<file path="config.mk">
export PLATFORM = sky130hd
export DESIGN_NAME = nearest_free_cell_ring_search_core
export DESIGN_NICKNAME = d
export VERILOG_FILES = /design/src/rtl/core/nfcrs_pkg.sv /design/src/rtl/core/nfcrs_ring_walker.sv /design/src/rtl/core/nfcrs_free_map.sv /design/src/rtl/core/nearest_free_cell_ring_search_core.sv
export SDC_FILE = /design/constraint.sdc
export NUM_CORES = 1
export LEC_CHECK = 0
export BUFFER_PORTS_ARGS = -buffer_cell sky130_fd_sc_hd__buf_2
export CAP_MARGIN = 10
export CORE_MARGIN = 4
export CORE_UTILIZATION = 45
export DETAILED_ROUTE_END_ITERATION = 12
export PLACE_DENSITY = 0.71
export SYNTH_ARGS = -nofsm -noshare
export SYNTH_HDL_FRONTEND = slang
export SYNTH_SLANG_ARGS = --single-unit
</file>
<file path="constraint.sdc">
create_clock -name clk -period 7.9 [get_ports clk]
set_clock_uncertainty 0.15 [all_clocks]
set_input_delay 0.79 -clock clk [delete_from_list [all_inputs] [get_ports clk]]
set_output_delay 0.79 -clock clk [all_outputs]
set_load 0.05 [all_outputs]
</file>
<file path="src/rtl/core/nfcrs_pkg.sv">
// Package for the nearest free cell ring search core.
// Transfer payload types, sequencer states and inter-module control structs.
// No dependencies.
`timescale 1ns / 1ps

package nfcrs_pkg;

    localparam logic MODE_WRITE  = 1'b0;
    localparam logic MODE_SEARCH = 1'b1;

    typedef struct packed {
        logic       mode;
        logic [3:0] cell_x;
        logic [3:0] cell_y;
        logic       cell_free;
    } req_t;

    typedef struct packed {
        logic [3:0] drop_x;
        logic [3:0] drop_y;
        logic       found_free;
    } rsp_t;

    typedef enum logic [1:0] {
        ST_CLEAR,
        ST_IDLE,
        ST_SCAN,
        ST_FIN
    } state_t;

    typedef struct packed {
        logic start;
        logic advance;
    } walk_ctrl_t;

    typedef struct packed {
        logic clearing;
    } map_stat_t;

endpackage

</file>
<file path="src/rtl/core/nfcrs_ring_walker.sv">
// Ring offset sequencer: steps (dx, dy) over the perimeter of square rings.
// Centre cell first, then radius 1 up to MAP_WIDTH - 1. Uses nfcrs_pkg.
`timescale 1ns / 1ps

module nfcrs_ring_walker #(
    parameter int MAP_WIDTH = 16
) (
    input  logic                           clk,
    input  logic                           rst_n,
    input  nfcrs_pkg::walk_ctrl_t          ctrl,
    output logic signed [$clog2(MAP_WIDTH):0] dx,
    output logic signed [$clog2(MAP_WIDTH):0] dy,
    output logic                           last
);

    localparam int RB = $clog2(MAP_WIDTH);
    localparam int OW = RB + 1;
    localparam logic [RB-1:0] R_LAST = RB'(MAP_WIDTH - 1);

    logic [RB-1:0]        r_reg, r_next;
    logic signed [OW-1:0] dx_reg, dx_next;
    logic signed [OW-1:0] dy_reg, dy_next;
    logic [RB-1:0]        r_inc;
    logic signed [OW-1:0] r_s, r_inc_s;
    logic                 row_end, ring_end, edge_row;

    assign r_inc    = r_reg + 1'b1;
    assign r_s      = $signed({1'b0, r_reg});
    assign r_inc_s  = $signed({1'b0, r_inc});
    assign row_end  = (dx_reg == r_s);
    assign ring_end = row_end && (dy_reg == r_s);
    assign edge_row = (dy_reg == r_s) || (dy_reg == -r_s);

    assign dx   = dx_reg;
    assign dy   = dy_reg;
    assign last = ring_end && (r_reg == R_LAST);

    always_comb
    begin
        r_next  = r_reg;
        dx_next = dx_reg;
        dy_next = dy_reg;
        if (ctrl.start)
        begin
            r_next  = '0;
            dx_next = '0;
            dy_next = '0;
        end
        else if (ctrl.advance)
        begin
            priority if (ring_end)
            begin
                if (!last)
                begin
                    r_next  = r_inc;
                    dx_next = -r_inc_s;
                    dy_next = -r_inc_s;
                end
            end
            else if (row_end)
            begin
                dy_next = dy_reg + 1'b1;
                dx_next = -r_s;
            end
            else if (edge_row)
            begin
                dx_next = dx_reg + 1'b1;
            end
            else
            begin
                // side rows only hold the two end cells
                dx_next = r_s;
            end
        end
    end

    always_ff @(posedge clk or negedge rst_n)
    begin
        if (!rst_n)
        begin
            r_reg  <= '0;
            dx_reg <= '0;
            dy_reg <= '0;
        end
        else
        begin
            r_reg  <= r_next;
            dx_reg <= dx_next;
            dy_reg <= dy_next;
        end
    end

endmodule

</file>
<file path="src/rtl/core/nfcrs_free_map.sv">
// One-bit free map memory: one write port, one registered read port.
// Clears itself to blocked after reset, one entry per cycle. Uses nfcrs_pkg.
`timescale 1ns / 1ps

module nfcrs_free_map #(
    parameter int ADDR_W = 8
) (
    input  logic                  clk,
    input  logic                  rst_n,
    input  logic                  wr_en,
    input  logic [ADDR_W-1:0]     wr_addr,
    input  logic                  wr_bit,
    input  logic [ADDR_W-1:0]     rd_addr,
    output logic                  rd_bit,
    output nfcrs_pkg::map_stat_t  stat
);

    localparam int DEPTH = 1 << ADDR_W;

    logic                mem [DEPTH];
    logic [ADDR_W-1:0]   clr_cnt_reg, clr_cnt_next;
    logic                clearing_reg, clearing_next;
    logic                rd_bit_reg;
    logic                mem_we;
    logic [ADDR_W-1:0]   mem_addr;
    logic                mem_bit;

    assign stat.clearing = clearing_reg;
    assign rd_bit        = rd_bit_reg;

    always_comb
    begin
        clr_cnt_next  = clr_cnt_reg;
        clearing_next = clearing_reg;
        if (clearing_reg)
        begin
            clr_cnt_next = clr_cnt_reg + 1'b1;
            if (&clr_cnt_reg)
            begin
                clearing_next = 1'b0;
            end
        end
        mem_we   = clearing_reg || wr_en;
        mem_addr = clearing_reg ? clr_cnt_reg : wr_addr;
        mem_bit  = clearing_reg ? 1'b0 : wr_bit;
    end

    always_ff @(posedge clk or negedge rst_n)
    begin
        if (!rst_n)
        begin
            clr_cnt_reg  <= '0;
            clearing_reg <= 1'b1;
        end
        else
        begin
            clr_cnt_reg  <= clr_cnt_next;
            clearing_reg <= clearing_next;
        end
    end

    always_ff @(posedge clk)
    begin
        if (mem_we)
        begin
            mem[mem_addr] <= mem_bit;
        end
        rd_bit_reg <= mem[rd_addr];
    end

endmodule

</file>
<file path="src/rtl/core/nearest_free_cell_ring_search_core.sv">
// Top level of the nearest free cell ring search core.
// Depends on nfcrs_pkg, nfcrs_ring_walker and nfcrs_free_map.
`timescale 1ns / 1ps
//
// Usage:
//   req channel (req_valid / req_stall / req) carries write and search items.
//   A write (mode 0) sets one cell's free bit; it gives no result and the
//   core is ready again the next cycle. Writes outside the grid are dropped.
//   A search (mode 1) gives one transfer on the rsp channel: the nearest free
//   cell in ring order, or the start cell with found_free low.
// Search:
//   A search visits N cells, the start cell included, at most
//   1 + 4*W*(W-1) for W = MAP_WIDTH (961 on a 16 by 16 grid), with one map
//   read per cycle. req_stall stays high while a search runs.
// Reset:
//   After rst_n the map is cleared to blocked, one entry per cycle, over all
//   2^(clog2(MAP_WIDTH) + clog2(MAP_HEIGHT)) entries (256 by default); req_stall
//   is high meanwhile.
// Stall:
//   The result waits in an output register while rsp_stall is high; writes
//   and a new search are still taken, and a search that finishes behind a
//   waiting result holds until the register frees.

module nearest_free_cell_ring_search_core #(
    parameter int MAP_WIDTH  = 16,
    parameter int MAP_HEIGHT = 16
) (
    input  logic              clk,
    input  logic              rst_n,
    input  logic              req_valid,
    output logic              req_stall,
    input  nfcrs_pkg::req_t   req,
    output logic              rsp_valid,
    input  logic              rsp_stall,
    output nfcrs_pkg::rsp_t   rsp
);

    localparam int XB     = $clog2(MAP_WIDTH);
    localparam int YB     = $clog2(MAP_HEIGHT);
    localparam int ADDR_W = XB + YB;
    localparam int OW     = XB + 1;
    localparam int CW     = $clog2(MAP_WIDTH + 16) + 1;
    localparam int HW     = $clog2(MAP_HEIGHT + 16) + 1;
    localparam int KW     = (CW > HW) ? CW : HW;
    localparam logic signed [KW-1:0] W_S = KW'(MAP_WIDTH);
    localparam logic signed [KW-1:0] H_S = KW'(MAP_HEIGHT);

    nfcrs_pkg::state_t     state_reg, state_next;
    nfcrs_pkg::walk_ctrl_t walk_ctrl;
    nfcrs_pkg::map_stat_t  map_stat;
    nfcrs_pkg::rsp_t       res_reg, res_next;
    nfcrs_pkg::rsp_t       rsp_reg;

    logic                  accept, is_search;
    logic                  issue, load, hit, scan_end;
    logic                  issue_on_reg, issue_on_next;
    logic                  cand_valid_reg, cand_inb_reg, cand_last_reg;
    logic [3:0]            cand_x_reg, cand_y_reg;
    logic [3:0]            sx_reg, sy_reg;
    logic                  rsp_valid_reg;

    logic signed [OW-1:0]  walk_dx, walk_dy;
    logic                  walk_last;
    logic signed [KW-1:0]  pos_x, pos_y;
    logic                  pos_inb;
    logic signed [KW-1:0]  wr_x, wr_y;
    logic                  wr_inb, wr_en, rd_bit;
    logic [ADDR_W-1:0]     wr_addr, rd_addr;

    nfcrs_ring_walker #(
        .MAP_WIDTH (MAP_WIDTH)
    ) u_walker (
        .clk   (clk),
        .rst_n (rst_n),
        .ctrl  (walk_ctrl),
        .dx    (walk_dx),
        .dy    (walk_dy),
        .last  (walk_last)
    );

    nfcrs_free_map #(
        .ADDR_W (ADDR_W)
    ) u_map (
        .clk     (clk),
        .rst_n   (rst_n),
        .wr_en   (wr_en),
        .wr_addr (wr_addr),
        .wr_bit  (req.cell_free),
        .rd_addr (rd_addr),
        .rd_bit  (rd_bit),
        .stat    (map_stat)
    );

    // search coordinate adder (writes address the map separately)
    assign pos_x   = $signed(KW'(sx_reg)) + KW'(walk_dx);
    assign pos_y   = $signed(KW'(sy_reg)) + KW'(walk_dy);
    assign pos_inb = (pos_x >= 0) && (pos_x < W_S) && (pos_y >= 0) && (pos_y < H_S);
    assign rd_addr = {pos_y[YB-1:0], pos_x[XB-1:0]};

    assign wr_x    = $signed(KW'(req.cell_x));
    assign wr_y    = $signed(KW'(req.cell_y));
    assign wr_inb  = (wr_x < W_S) && (wr_y < H_S);
    assign wr_addr = {wr_y[YB-1:0], wr_x[XB-1:0]};

    assign is_search = (req.mode == nfcrs_pkg::MODE_SEARCH);
    assign accept    = req_valid && !req_stall;
    assign hit       = cand_valid_reg && cand_inb_reg && rd_bit;
    assign scan_end  = hit || (cand_valid_reg && cand_last_reg);

    assign req_stall = (state_reg != nfcrs_pkg::ST_IDLE);
    assign rsp_valid = rsp_valid_reg;
    assign rsp       = rsp_reg;

    always_comb
    begin
        state_next = state_reg;
        unique case (state_reg)
            nfcrs_pkg::ST_CLEAR:
            begin
                if (!map_stat.clearing)
                begin
                    state_next = nfcrs_pkg::ST_IDLE;
                end
            end
            nfcrs_pkg::ST_IDLE:
            begin
                if (accept && is_search)
                begin
                    state_next = nfcrs_pkg::ST_SCAN;
                end
            end
            nfcrs_pkg::ST_SCAN:
            begin
                if (scan_end)
                begin
                    state_next = nfcrs_pkg::ST_FIN;
                end
            end
            nfcrs_pkg::ST_FIN:
            begin
                if (load)
                begin
                    state_next = nfcrs_pkg::ST_IDLE;
                end
            end
            default:
            begin
                state_next = nfcrs_pkg::ST_CLEAR;
            end
        endcase
    end

    always_comb
    begin
        walk_ctrl.start   = accept && is_search;
        issue             = (state_reg == nfcrs_pkg::ST_SCAN) && issue_on_reg;
        walk_ctrl.advance = issue;
        wr_en             = accept && !is_search && wr_inb;
        load              = (state_reg == nfcrs_pkg::ST_FIN) && (!rsp_valid_reg || !rsp_stall);

        issue_on_next = issue_on_reg;
        if (walk_ctrl.start)
        begin
            issue_on_next = 1'b1;
        end
        else if (issue && walk_last)
        begin
            issue_on_next = 1'b0;
        end

        res_next = res_reg;
        if ((state_reg == nfcrs_pkg::ST_SCAN) && scan_end)
        begin
            if (hit)
            begin
                res_next.drop_x     = cand_x_reg;
                res_next.drop_y     = cand_y_reg;
                res_next.found_free = 1'b1;
            end
            else
            begin
                res_next.drop_x     = sx_reg;
                res_next.drop_y     = sy_reg;
                res_next.found_free = 1'b0;
            end
        end
    end

    always_ff @(posedge clk or negedge rst_n)
    begin
        if (!rst_n)
        begin
            state_reg      <= nfcrs_pkg::ST_CLEAR;
            issue_on_reg   <= 1'b0;
            cand_valid_reg <= 1'b0;
            rsp_valid_reg  <= 1'b0;
        end
        else
        begin
            state_reg      <= state_next;
            issue_on_reg   <= issue_on_next;
            cand_valid_reg <= issue;
            if (load)
            begin
                rsp_valid_reg <= 1'b1;
            end
            else if (!rsp_stall)
            begin
                rsp_valid_reg <= 1'b0;
            end
        end
    end

    always_ff @(posedge clk)
    begin
        if (walk_ctrl.start)
        begin
            sx_reg <= req.cell_x;
            sy_reg <= req.cell_y;
        end
        if (issue)
        begin
            cand_x_reg    <= pos_x[3:0];
            cand_y_reg    <= pos_y[3:0];
            cand_inb_reg  <= pos_inb;
            cand_last_reg <= walk_last;
        end
        res_reg <= res_next;
        if (load)
        begin
            rsp_reg <= res_reg;
        end
    end

endmodule

</file>
==> results of run 1 <==
-- power groups by stage --
| stage | combinational [mW] | clock, mW | sequential [mW] |
|---|---|---|---|
| finish | 1.93 | 1.57 | 2.03 |
| global route | 2.09 | 1.67 | 2.04 |
| CTS | 1.92 | 1.59 | 2.03 |
| detailed placement | 1.90 | 0 | 2.07 |
| global placement | 1.88 | 0 | 2.06 |
| floorplan | 1.40 | 0 | 2.08 |
-- metal layers --
metal	global-route usage [%]	vias to the layer above	wire, µm
met4	5.90	0	1060
met3	2.97	85	2900
met5	0	-	0
met1	28.3	4898	14900
li1	-	4428	-
met2	33.1	450	17500
-- synthesized netlist by cell type, types with 8 or more instances --
cell	count	area (µm²)
nand3_1	39	195
o21ai_1	12	60.1
buf_2	19	95.1
mux2_2	11	124
nand4_1	18	113
edfxtp_1	292	8770
inv_1	20	75.1
mux4_2	32	721
dfrtp_1	27	676
ha_1	17	213
xnor2_1	15	131
nor2_1	289	1080
xor2_1	15	131
mux2i_1	28	280
clkbuf_1	50	188
nor2b_1	10	62.6
o21ai_0	15	75.1
nor3_1	13	65.1
nand2_1	149	559
a31oi_1	8	50.1
a32oi_1	17	149
a21oi_1	28	140
-- per-stage QoR --
step | setup WS (ns) | instance area (µm²)
after global routing | 2.68 | 16400
final | 2.86 | 16400
after floorplan | 2.27 | 14800
after global placement | 3.05 | 15300
after CTS | 2.90 | 16300
after detailed placement | 2.95 | 15300
-- area by class of cell --
| class | instances | area share (%) |
|---|---|---|
| Tap cell | 442 | 3.38 |
| Clock inverter | 16 | 1.04 |
| Clock buffer | 43 | 5.59 |
| Sequential cell | 321 | 58.0 |
| Timing Repair Buffer | 37 | 1.45 |
| Inverter | 23 | 0.535 |
| Multi-Input combinational cell | 807 | 30.0 |
-- worst register-to-register path, cell delays in order, from the launching register on --
cell      delay (ns)
dfrtp_1         0.46
ha_2            0.25
inv_1           0.06
fa_1            0.49
xor2_4          0.16
buf_4           0.50
clkinv_2        0.82
buf_4           0.62
mux4_2          0.40
mux2_2          0.27
nand3_1         0.08
a31oi_1         0.15
a211o_1         0.27
o31a_1          0.10
and3_1          0.14
-- worst max-delay path by stage --
stage,endpoint,slack (ns),cells past startpoint
global route,u_map.rd_bit,2.68,14
floorplan,u_map.mem[0],2.27,4
detailed placement,u_map.rd_bit,2.95,14
CTS,u_map.rd_bit,2.90,14
finish,u_map.rd_bit,2.86,14
global placement,u_map.rd_bit,3.05,14
-- kinds of logic (layout without fill, tap and decap cells) --
family,count (synthesis),in the layout,synth area share [%]
flops,321,321,64.0
mux,71,71,7.59
compound gates,126,126,5.86
buf+inv,104,119,3.02
xor+xnor,30,30,1.77
fa+ha+maj,19,19,1.71
simple gates,561,561,16.0
==> run summary, run 1 <==
CP max stage cell: clkinv_2
n_diodes: 0
Initial Utilization: 45.6%
cells after synthesis: 1232
detailed router's first-iteration violation count: 1086
worst-path maximum fanout: 49
Yosys reg bits: 321
Die Y: 189 µm
fin util: 50.3%
FF-to-FF path depth: 14
sw frac: 35.6%
Longest Clk Path Bufs: 3
Die X: 189 µm
Logic pwr share: 34.9%
most frequent cells in the layout: 292 x edfxtp_1, 289 x nor2_1, 149 x nand2_1
Net Count, Synth: 1265
power per cell area: 338 nW/µm²
Layout Nets: 1257
Leak: 5.33 nW
DR vias/cell: 5.84
worst slew pin tran: 1.21 ns
Final min period: 5.04 ns
ys flop type: edfxtp_1
Worst R2R Start: u_walker.dx[0]
arrival time at the worst endpoint: 5.29 ns
antenna violations before repair: 0
Post-synth EDFFs: 292
full die area: 35900 µm²
Worst VDD drop: 0.226 mV
Core ar.: 32500 µm²
Rel. slew slack: 19.3%
vias: 9861
Critical Path Source: u_walker.dx[0]
Fin. Hold Viols: 0
GRT Resource Usage Total: 20.2%
netlist area before placement: 14800 µm²
PortBufs: 24
CP Class: reg2reg
P&R area growth vs syn: 10.5%
internal power: 3.56 mW
Resized cells post-CTS: 0
IO Pins: 25
Avg Inst Size Synth: 12.0 µm²
Clk network pwr share: 28.4%
critical path endpoint category: flip-flop
max-slew violation count: 0
first-pass GRT wire length: 56.3 mm
fin crit share: 63.8%
setup TNS: 0 ns
H-tree depth: 2
crit path launch type: flip-flop
Layout Cells excl Fill: 1689
Num CTS Buffers: 34
share of post-route cells with drive strength above 1: 11.4%
Psw: 1.97 mW
Setup-failing EPs final: 0
ANT nets after route: 0
vias in the first global route: 9516
Yosys warnings: 0
Synth async-reset ratio: 8.72%
register area share after synthesis: 64.0%
gr ovfl total: 0
R2R setup slack: 2.86 ns
Setup Fix Bufs, Post-CTS: 0
# Max-Cap Violations: 0
total clock sinks: 321
CP top delay family: buffers and inverters
Buf/Inv on CP: 4
Post-Route WL: 36.4 mm
Data required, critical path: 8.15 ns
footprint of the multi-input gates: 4920 µm²
Wirelength per Cell: 21.6 µm
CP max stage delay: 0.78 ns
max reg flops: 256
reg2reg end: u_map.rd_bit
Hold Crit Class: in2async
site row count: 66
Tot Pwr: 5.53 mW
RSZ-0062 raised after global routing: false
commonest non-fill, non-tap cell in the layout: edfxtp_1
clock-pin slew on the worst setup and hold paths: 0.06 ns
DRC errors left: 0
distinct cell type count after synthesis: 68
Placer Congestion: 0.850
Max Fclk: 199 MHz
hpwl dp: 21.0 mm
outcome: finished clean
Post-Place Cells: 1629
Reg area: 9490 µm²
clk root buf: clkbuf_16
worst path cell trace: ha_2, inv_1, fa_1, xor2_4, buf_4, clkinv_2, buf_4, mux4_2, mux2_2, nand3_1, a31oi_1, a211o_1, o31a_1, and3_1
drt first pass iters: 5
crit-path most repeated cell: buf_4
Fillers: 2832
hold_buf cts: 0
largest net degree at the start of global routing: 146
clock latency on the worst-skew pair: 0.52 ns
CTS tree: built
hold_ws: 0.163 ns
sequential share of power: 36.7%
Power figures use the tool's default switching activity.
==> inputs of run 2 (changes only) <==
--- a/config.mk
+++ b/config.mk
@@ -10,7 +10,7 @@
 export CORE_MARGIN = 4
 export CORE_UTILIZATION = 45
 export DETAILED_ROUTE_END_ITERATION = 12
-export PLACE_DENSITY = 0.71
+export PLACE_DENSITY = 0.68
 export SYNTH_ARGS = -nofsm -noshare
 export SYNTH_HDL_FRONTEND = slang
 export SYNTH_SLANG_ARGS = --single-unit
==> constraint.sdc (replaced) <==
create_clock -name clk -period 5.1 [get_ports clk]
set_clock_uncertainty 0.15 [all_clocks]
set_input_delay 0.51 -clock clk [delete_from_list [all_inputs] [get_ports clk]]
set_output_delay 0.51 -clock clk [all_outputs]
set_load 0.05 [all_outputs]
==> run 2 against run 1 <==
Critical path type unchanged. First-iteration DRC count shrank 0.64%. Power increased by 56%. Clock-buffer cell count shrank 2.
==> run summary, run 2 (synthesis gave the netlist of run 1 again) <==
worst-path maximum fanout: 12
Setup-failing EPs final: 0
first-pass GRT wire length: 56.1 mm
Num CTS Buffers: 34
detailed router's first-iteration violation count: 1079
# Max-Cap Violations: 0
Max Fclk: 251 MHz
Initial Utilization: 45.6%
sw frac: 35.3%
met1 WL: 14.7 mm
crit path launch type: flip-flop
DRC errors left: 0
gr ovfl total: 0
antenna violations before repair: 1
most frequent cells in the layout: 292 x edfxtp_1, 289 x nor2_1, 149 x nand2_1
Placement Cell Area: 15300 µm²
site row count: 66
max-slew violation count: 0
Psw: 3.05 mW
CP Class: reg2reg
H-tree depth: 2
critical path endpoint category: flip-flop
commonest non-fill, non-tap cell in the layout: edfxtp_1
setup TNS: 0 ns
Placer Congestion: 0.879
Data required, critical path: 5.36 ns
hold_ws: 0.0593 ns
power per cell area: 527 nW/µm²
FF-to-FF path depth: 12
outcome: finished clean
clk root buf: clkbuf_16
Fin. Hold Viols: 0
final instance area: 16400 µm²
internal power: 5.59 mW
Post-Place Cells: 1630
share of post-route cells with drive strength above 1: 11.6%
largest net degree at the start of global routing: 257
P&R area growth vs syn: 10.8%
max reg flops: 256
Core ar.: 32500 µm²
PortBufs: 24
vias in the first global route: 9468
GRT Resource Usage Total: 20.1%
full die area: 35900 µm²
Tot Pwr: 8.65 mW
Worst VDD drop: 0.342 mV
Resized cells post-CTS: 0
vias: 9734
met2 WL post-DR: 17.5 mm
Leak: 5.36 nW
total clock sinks: 321
fin crit share: 78.1%
arrival time at the worst endpoint: 4.24 ns
worst slew pin tran: 1.21 ns
n_diodes: 0
CTS tree: built
Clk network pwr share: 28.7%
Logic pwr share: 34.9%
Wirelength per Cell: 21.3 µm
Layout Nets: 1258
Layout Cells excl Fill: 1691
met3 routed WL: 2.69 mm
hpwl dp: 21.1 mm
sequential share of power: 36.4%
Post-Route WL: 36.0 mm
IO Pins: 25
Die X: 189 µm
DR vias/cell: 5.76
clock-pin slew on the worst setup and hold paths: 0.06 ns
Hold Crit Class: in2reg
drt first pass iters: 6
Rel. slew slack: 19.0%
RSZ-0062 raised after global routing: false
clock latency on the worst-skew pair: 0.52 ns
Highest Signal Layer: met5
Longest Clk Path Bufs: 3
ANT nets after route: 0
Die Y: 189 µm
Final min period: 3.98 ns
Hold Path Cell Cnt: 1
[run 2: cell types whose count changed in the layout (fill, tap and decap cells not counted), sizes merged]
cell | previous run | this run
bufinv | 3 | 4
clkbuf | 43 | 41
inv | 23 | 24
clkinv | 13 | 14
dlygate4sd3 | 0 | 1
[run 2: path summary, 6_finish.rpt]
check	from	to	slack, ns
min	req[5]	sx_reg[0]	0.06
min in group asynchronous	rst_n	u_map.clr_cnt_reg[7]	0.40
max	u_walker.dx[0]	u_map.rd_bit	1.12
min reg2reg	res_reg[5]	rsp[5]	0.27
max reg2reg	u_walker.dx[0]	u_map.rd_bit	1.12
max in group asynchronous	rst_n	u_walker.r_reg[0]	3.95
[run 2: cell type report]
cell class | instances | area (µm²)
timing repair buffer | 38 | 253
multi-input combinational | 807 | 4920
clock buffer | 41 | 898
tap | 442 | 553
clock inverter | 19 | 216
fill | 2842 | 16100
sequential | 321 | 9490
inverter | 23 | 87.6
[run 2: metrics by stage]
stage / setup slack, ns / util, %
after floorplan: 1.28 / -
after global placement: 1.24 / 47.0
after detailed placement: 1.18 / 47.0
after CTS: 1.16 / 50.5
after global routing: 0.943 / 50.5
final: 1.12 / 50.5
[run 2: critical path: stages, from the launching register on]
cell,delay [ns]
dfrtp_1,0.46
ha_2,0.24
inv_1,0.06
fa_1,0.86
inv_2,0.32
nor2_2,0.40
buf_4,0.29
a32oi_1,0.13
and3_1,0.20
a21oi_1,0.26
nand4_1,0.13
o21bai_1,0.16
and3_1,0.20
[run 2: metal layers]
metal,vias up,GRT usage (%)
li1,4416,-
met1,4845,27.6
met2,381,32.8
met3,90,3.47
met4,2,6.43
met5,-,0
[run 2: timing repair]
action                                 CTS  global route
hold buffers                             1             0
setup buffers                            0             0
endpoints found under the hold margin   27             0
[run 2: power groups by stage]
stage	logic [mW]	clock network (mW)	registers [mW]
after floorplan	2.16	0	3.21
after global placement	2.96	0	3.19
after detailed placement	2.99	0	3.20
after CTS	3.00	2.53	3.14
after global routing	3.26	2.63	3.16
final	3.02	2.48	3.15
